`src/hdl/hpc_pkg.sv`:
```
// Package: widths, register indexes, constants, controller states and command structs.
package hpc_pkg;

  localparam int unsigned GainW    = 24;
  localparam int unsigned DataW    = 32;
  localparam int unsigned YawW     = 19;
  localparam int unsigned CfgIdxW  = 2;
  localparam int unsigned CfgDataW = 24;
  localparam int unsigned CordicStepsDefault = 16;
  localparam int unsigned AtanEntries = 24;
  localparam int unsigned XyW      = 40;   // CORDIC x/y working width
  localparam int unsigned ZW       = 34;   // CORDIC angle width, Q2.30 plus headroom

  localparam logic [GainW-1:0] GainReset = 24'd32768;
  localparam logic signed [ZW-1:0] HalfPiQ30 = 34'sd1686629713;
  localparam logic [26:0] RotScaleQ30 = 27'd66466144;

  typedef enum logic [CfgIdxW-1:0] {
    REG_POS_GAIN = 2'd0,
    REG_VEL_P    = 2'd1,
    REG_VEL_I    = 2'd2,
    REG_VEL_D    = 2'd3
  } reg_idx_e;

  function automatic logic [31:0] atan_q30(input logic [4:0] idx);
    logic [31:0] r;
    case (idx)
      5'd0: r = 32'd843314856;
      5'd1: r = 32'd497837829;
      5'd2: r = 32'd263043836;
      5'd3: r = 32'd133525158;
      5'd4: r = 32'd67021686;
      5'd5: r = 32'd33543515;
      5'd6: r = 32'd16775850;
      5'd7: r = 32'd8388437;
      5'd8: r = 32'd4194282;
      5'd9: r = 32'd2097149;
      5'd10: r = 32'd1048575;
      5'd11: r = 32'd524287;
      5'd12: r = 32'd262143;
      5'd13: r = 32'd131071;
      5'd14: r = 32'd65535;
      5'd15: r = 32'd32767;
      5'd16: r = 32'd16383;
      5'd17: r = 32'd8191;
      5'd18: r = 32'd4095;
      5'd19: r = 32'd2047;
      5'd20: r = 32'd1023;
      5'd21: r = 32'd511;
      5'd22: r = 32'd255;
      5'd23: r = 32'd127;
      default: r = 32'd0;
    endcase
    return r;
  endfunction

  function automatic logic signed [DataW-1:0] sat32(input logic signed [71:0] v);
    logic signed [DataW-1:0] r;
    if (v > 72'sd2147483647) r = 32'sh7fffffff;
    else if (v < -72'sd2147483648) r = 32'sh80000000;
    else r = v[DataW-1:0];
    return r;
  endfunction

  typedef enum logic [3:0] {
    ST_IDLE,
    ST_POS_MUL,   // ep * position_gain
    ST_EV,        // dv, ev, integral update
    ST_P_MUL,
    ST_I_MUL,
    ST_D_MUL,
    ST_ACC,       // sum, sat, store axis result
    ST_ROT_PRE,
    ST_CORDIC,
    ST_PITCH_MUL,
    ST_ROLL_MUL,
    ST_OUT
  } state_e;

  typedef enum logic [2:0] {
    MUL_POS,
    MUL_P,
    MUL_I,
    MUL_D,
    MUL_PITCH,
    MUL_ROLL
  } mul_sel_e;

  typedef struct packed {
    logic     load;       // capture input request
    logic     mul_en;
    mul_sel_e mul_sel;
    logic     ev_en;
    logic     acc_en;
    logic     axis;       // 0: x, 1: y
    logic     rot_pre;
    logic     cordic_en;
    logic     out_load;
  } dp_cmd_t;

  typedef struct packed {
    logic cordic_last;
  } dp_sts_t;

endpackage

```
`src/hdl/hpc_ctrl.sv`:
```
// Controller: sequences both axes, the CORDIC and the output handshake.
module hpc_ctrl
  import hpc_pkg::*;
(
  input  logic    clk_i,
  input  logic    rst_ni,
  input  logic    in_valid_i,
  output logic    in_ready_o,
  output logic    out_valid_o,
  input  logic    out_ready_i,
  output dp_cmd_t cmd_o,
  input  dp_sts_t sts_i
);

  state_e state_q, state_d;
  logic axis_q, axis_d;
  logic ovalid_q, ovalid_d;

  always_ff @(posedge clk_i or negedge rst_ni) begin
    if (!rst_ni) begin
      state_q  <= ST_IDLE;
      axis_q   <= 1'b0;
      ovalid_q <= 1'b0;
    end else begin
      state_q  <= state_d;
      axis_q   <= axis_d;
      ovalid_q <= ovalid_d;
    end
  end

  assign out_valid_o = ovalid_q;

  always_comb begin
    state_d  = state_q;
    axis_d   = axis_q;
    ovalid_d = ovalid_q && !out_ready_i;
    cmd_o    = '0;
    cmd_o.axis = axis_q;
    in_ready_o = 1'b0;
    case (state_q)
      ST_IDLE: begin
        in_ready_o = 1'b1;
        if (in_valid_i) begin
          cmd_o.load = 1'b1;
          axis_d  = 1'b0;
          state_d = ST_POS_MUL;
        end
      end
      ST_POS_MUL: begin
        cmd_o.mul_en = 1'b1; cmd_o.mul_sel = MUL_POS; state_d = ST_EV;
      end
      ST_EV:    begin cmd_o.ev_en = 1'b1; state_d = ST_P_MUL; end
      ST_P_MUL: begin cmd_o.mul_en = 1'b1; cmd_o.mul_sel = MUL_P; state_d = ST_I_MUL; end
      ST_I_MUL: begin cmd_o.mul_en = 1'b1; cmd_o.mul_sel = MUL_I; state_d = ST_D_MUL; end
      ST_D_MUL: begin cmd_o.mul_en = 1'b1; cmd_o.mul_sel = MUL_D; state_d = ST_ACC; end
      ST_ACC: begin
        cmd_o.acc_en = 1'b1;
        if (axis_q) state_d = ST_ROT_PRE;
        else begin
          axis_d  = 1'b1;
          state_d = ST_POS_MUL;
        end
      end
      ST_ROT_PRE: begin cmd_o.rot_pre = 1'b1; state_d = ST_CORDIC; end
      ST_CORDIC: begin
        cmd_o.cordic_en = 1'b1;
        if (sts_i.cordic_last) state_d = ST_PITCH_MUL;
      end
      ST_PITCH_MUL: begin
        cmd_o.mul_en = 1'b1; cmd_o.mul_sel = MUL_PITCH; state_d = ST_ROLL_MUL;
      end
      ST_ROLL_MUL: begin
        // pitch product is taken from the register while roll is multiplied
        cmd_o.mul_en = 1'b1; cmd_o.mul_sel = MUL_ROLL; state_d = ST_OUT;
      end
      ST_OUT: begin
        if (!ovalid_q || out_ready_i) begin
          cmd_o.out_load = 1'b1;
          ovalid_d = 1'b1;
          state_d  = ST_IDLE;
        end
      end
      default: state_d = ST_IDLE;
    endcase
  end

endmodule

```
`config.mk`:
```
export PLATFORM = sky130hd
export DESIGN_NAME = hpc_ctrl
export DESIGN_NICKNAME = d
export VERILOG_FILES = /design/src/hdl/hpc_pkg.sv /design/src/hdl/hpc_ctrl.sv
export SDC_FILE = /design/constraint.sdc
export NUM_CORES = 1
export LEC_CHECK = 0
export BUFFER_PORTS_ARGS = -buffer_cell sky130_fd_sc_hd__buf_4
export CORE_AREA = 10 10 47 49
export CTS_BUF_LIST = sky130_fd_sc_hd__clkbuf_4 sky130_fd_sc_hd__clkbuf_8
export CTS_CLUSTER_DIAMETER = 40
export DETAILED_ROUTE_END_ITERATION = 7
export DIE_AREA = 0 0 57 59
export PLACE_DENSITY = 0.67
export SLEW_MARGIN = 15
export SYNTH_ARGS = -nofsm -noshare
export SYNTH_HDL_FRONTEND = slang
export SYNTH_SLANG_ARGS = --single-unit
```
`constraint.sdc`:
```
create_clock -name clk_i -period 1.04 [get_ports clk_i]
set_input_delay 0.208 -clock clk_i [delete_from_list [all_inputs] [get_ports clk_i]]
set_output_delay 0.208 -clock clk_i [all_outputs]
set_load 0.05 [all_outputs]
```
==> flow_summary.ini <==
[placement]
dp_cells = 102
place_congestion = 0.813
hpwlAfterDp_mm = 1.15
port_buffers = 17

[die]
ioPinCount = 18
core_area_um2 = 1400
dieArea_um2 = 3360
fp.dieW_um = 57
fp-row-count = 14
start_util_pct = 34.7
dieHeight_um = 59

[yosys]
syn_area_um2 = 487
async_reset_ff_share_pct = 100
ys_seq_area_share_pct = 30.8
synth_edf_count = 0
syn-num-nets = 61
ys.flop_type = dfrtp_1
synth_seq_cells = 6
synthTopCellsByArea = dfrtp_1 31%, buf_6 9.3%, nor2_1 4.6%
synth_largest_area_cell = dfrtp_1
yosysUniqueCellTypes = 30
synth_top_area_share_pct = 30.8
synthCells = 56
synthTopCellsByCount = 6 x dfrtp_1, 6 x nor2_1, 5 x nand2_1
synth_warnings = 0
avgSynthCellArea_um2 = 8.69

[clock_network]
insertion_delay_ns = 0.25
cts_buffer_depth = 2
cts_buffers = 3
path_clk_slew_ns = 0.05
ctsHtreeMaxLevel = 1
root_buffer = clkbuf_4
numClockSinks = 6
tritoncts = built

[global_route]
first_global_vias = 512
grt_pass1_wl_mm = 2.37
overflow = 0
grt_max_degree = 10
grtUsageTotal_pct = 8.79
antenna_found_initial = 0

[critical_path]
path_class = register to primary output
start_kind = register
arrival_ns = 1.39
worstSetupEndpointType = primary output
worstPathMaxFanout = 4
worst-endpoint-required_ns = 0.83

[drt]
dr.pass1.iters = 3
num_vias = 545
wl_per_cell_um = 15.2
drt_iter0_drc = 4
drc = 0
avgViaCountPerCell = 4.91
wl_mm = 1.69
antenna_left = 0

[sta]
grt_setup_unrepaired = true
slew_violations = 0
finalClockSkew_ns = 0.00153
relSlewSlack_pct = 83.7
setup_viol_count_final = 16
fin_setup_tns_ns = -5.97
final-hold-violation-count = 0
worst_slack_ns = -0.556
worstMarginPinSlew_ns = 0.242
max_freq_mhz = 627
post-route-period-util_pct = 153
fin_crit_ns = 1.60

[layout]
syn_to_final_growth_pct = 113
fillers = 94
stdcell_count = 111
drive_gt1_share_pct = 80.0
diodes = 0
nets = 101

[run_status]
outcome = complete, but fails checks
violations = setup timing

[hold_path]
hp-class = input pin to register

[flow_run]
maxCapViolCount = 0
[per-layer routing]
metal	up-vias	track usage [%]	share of wire (%)
met4	0	5.70	3.4
met5	-	0	0
met3	8	4.08	5.0
met1	251	8.73	39
met2	15	14.6	53
li1	271	-	-
[through the flow]
step                instance area (µm²)  setup slack, ns  hold WS, ns  util [%]
floorplan                           568           -0.688      -0.0876         -
detailed placement                  798           -0.315       0.0202      57.0
global placement                    798           -0.290       0.0160      57.0
finish                             1040           -0.556        0.270      73.9
global route                       1040           -0.625        0.283      73.9
CTS                                 943           -0.546        0.269      67.3
[worst max-delay path, cell delays in order (launching register included)]
cell	delay [ns]
dfrtp_1	0.41
buf_4	0.16
xnor2_1	0.13
o32ai_2	0.23
buf_6	0.20
[cells by family (layout without fill, tap and decap cells)]
group                     count (synthesis)  in the layout  synth area share (%)
AOI/OAI and AO/OA                        15             15                  22.9
and+or+nand+nor                          23             23                  26.5
xor gates and xnor gates                  1              1                  1.80
muxes                                     1              1                  2.06
buffers and inverters                    10             49                  15.9
DFF                                       6              6                  30.8
[cell usage in the layout (no fill, tap or decap), drive strengths merged]
cell type / n
nor3: 4
a21oi: 4
nand3: 1
o22a: 1
o22ai: 1
clkbuf: 4
nand3b: 1
dlygate4sd3: 1
nor2b: 1
nand2b: 3
o211ai: 1
and2: 1
nor4: 1
buf: 40
nor2: 6
a21boi: 1
o21ai: 1
xnor2: 1
nand2: 5
dfrtp: 6
a31oi: 1
inv: 4
o21bai: 1
a22o: 1
mux2i: 1
a21o: 1
o32ai: 2
[sequential cells by signal (all words and copies together), names as in the netlist]
name,flops
state_q,4
axis_q,1
out_valid_o,1
[layout make-up]
| class | instances | area [µm²] | area share (%) |
|---|---|---|---|
| tap | 16 | 20.0 | 1.93 |
| timing repair buffer | 41 | 412 | 39.7 |
| sequential | 6 | 155 | 15.0 |
| inverter | 4 | 22.5 | 2.17 |
| multi-input combinational | 40 | 397 | 38.3 |
| clock buffer | 4 | 30.0 | 2.90 |
[what timing repair did]
| item | in CTS | in global routing |
|---|---|---|
| buffers inserted | 3 | 3 |
| endpoints found under the setup margin | 18 | 19 |
| gates resized for setup | 25 | 20 |
| hold buffers | 1 | 0 |
| pin swaps | 1 | 7 |
| hold endpoints to repair | 6 | 0 |
[path summary, 6_finish.rpt]
check                       startpoint  depth (start not counted)           to  slack, ns
max                         state_q[3]                          4     cmd_o[6]      -0.56
min                        out_ready_i                          3  out_valid_o       0.27
max reg2reg                 state_q[0]                          5   state_q[2]      -0.25
min reg2reg                 state_q[3]                          2   state_q[2]       0.65
max in group asynchronous       rst_ni                          2   state_q[0]       0.62
min in group asynchronous       rst_ni                          2       axis_q       0.29
Power is left out: the tool's default activity adds up to more than one toggle a clock period on the data nets, which glitch-free logic cannot reach.
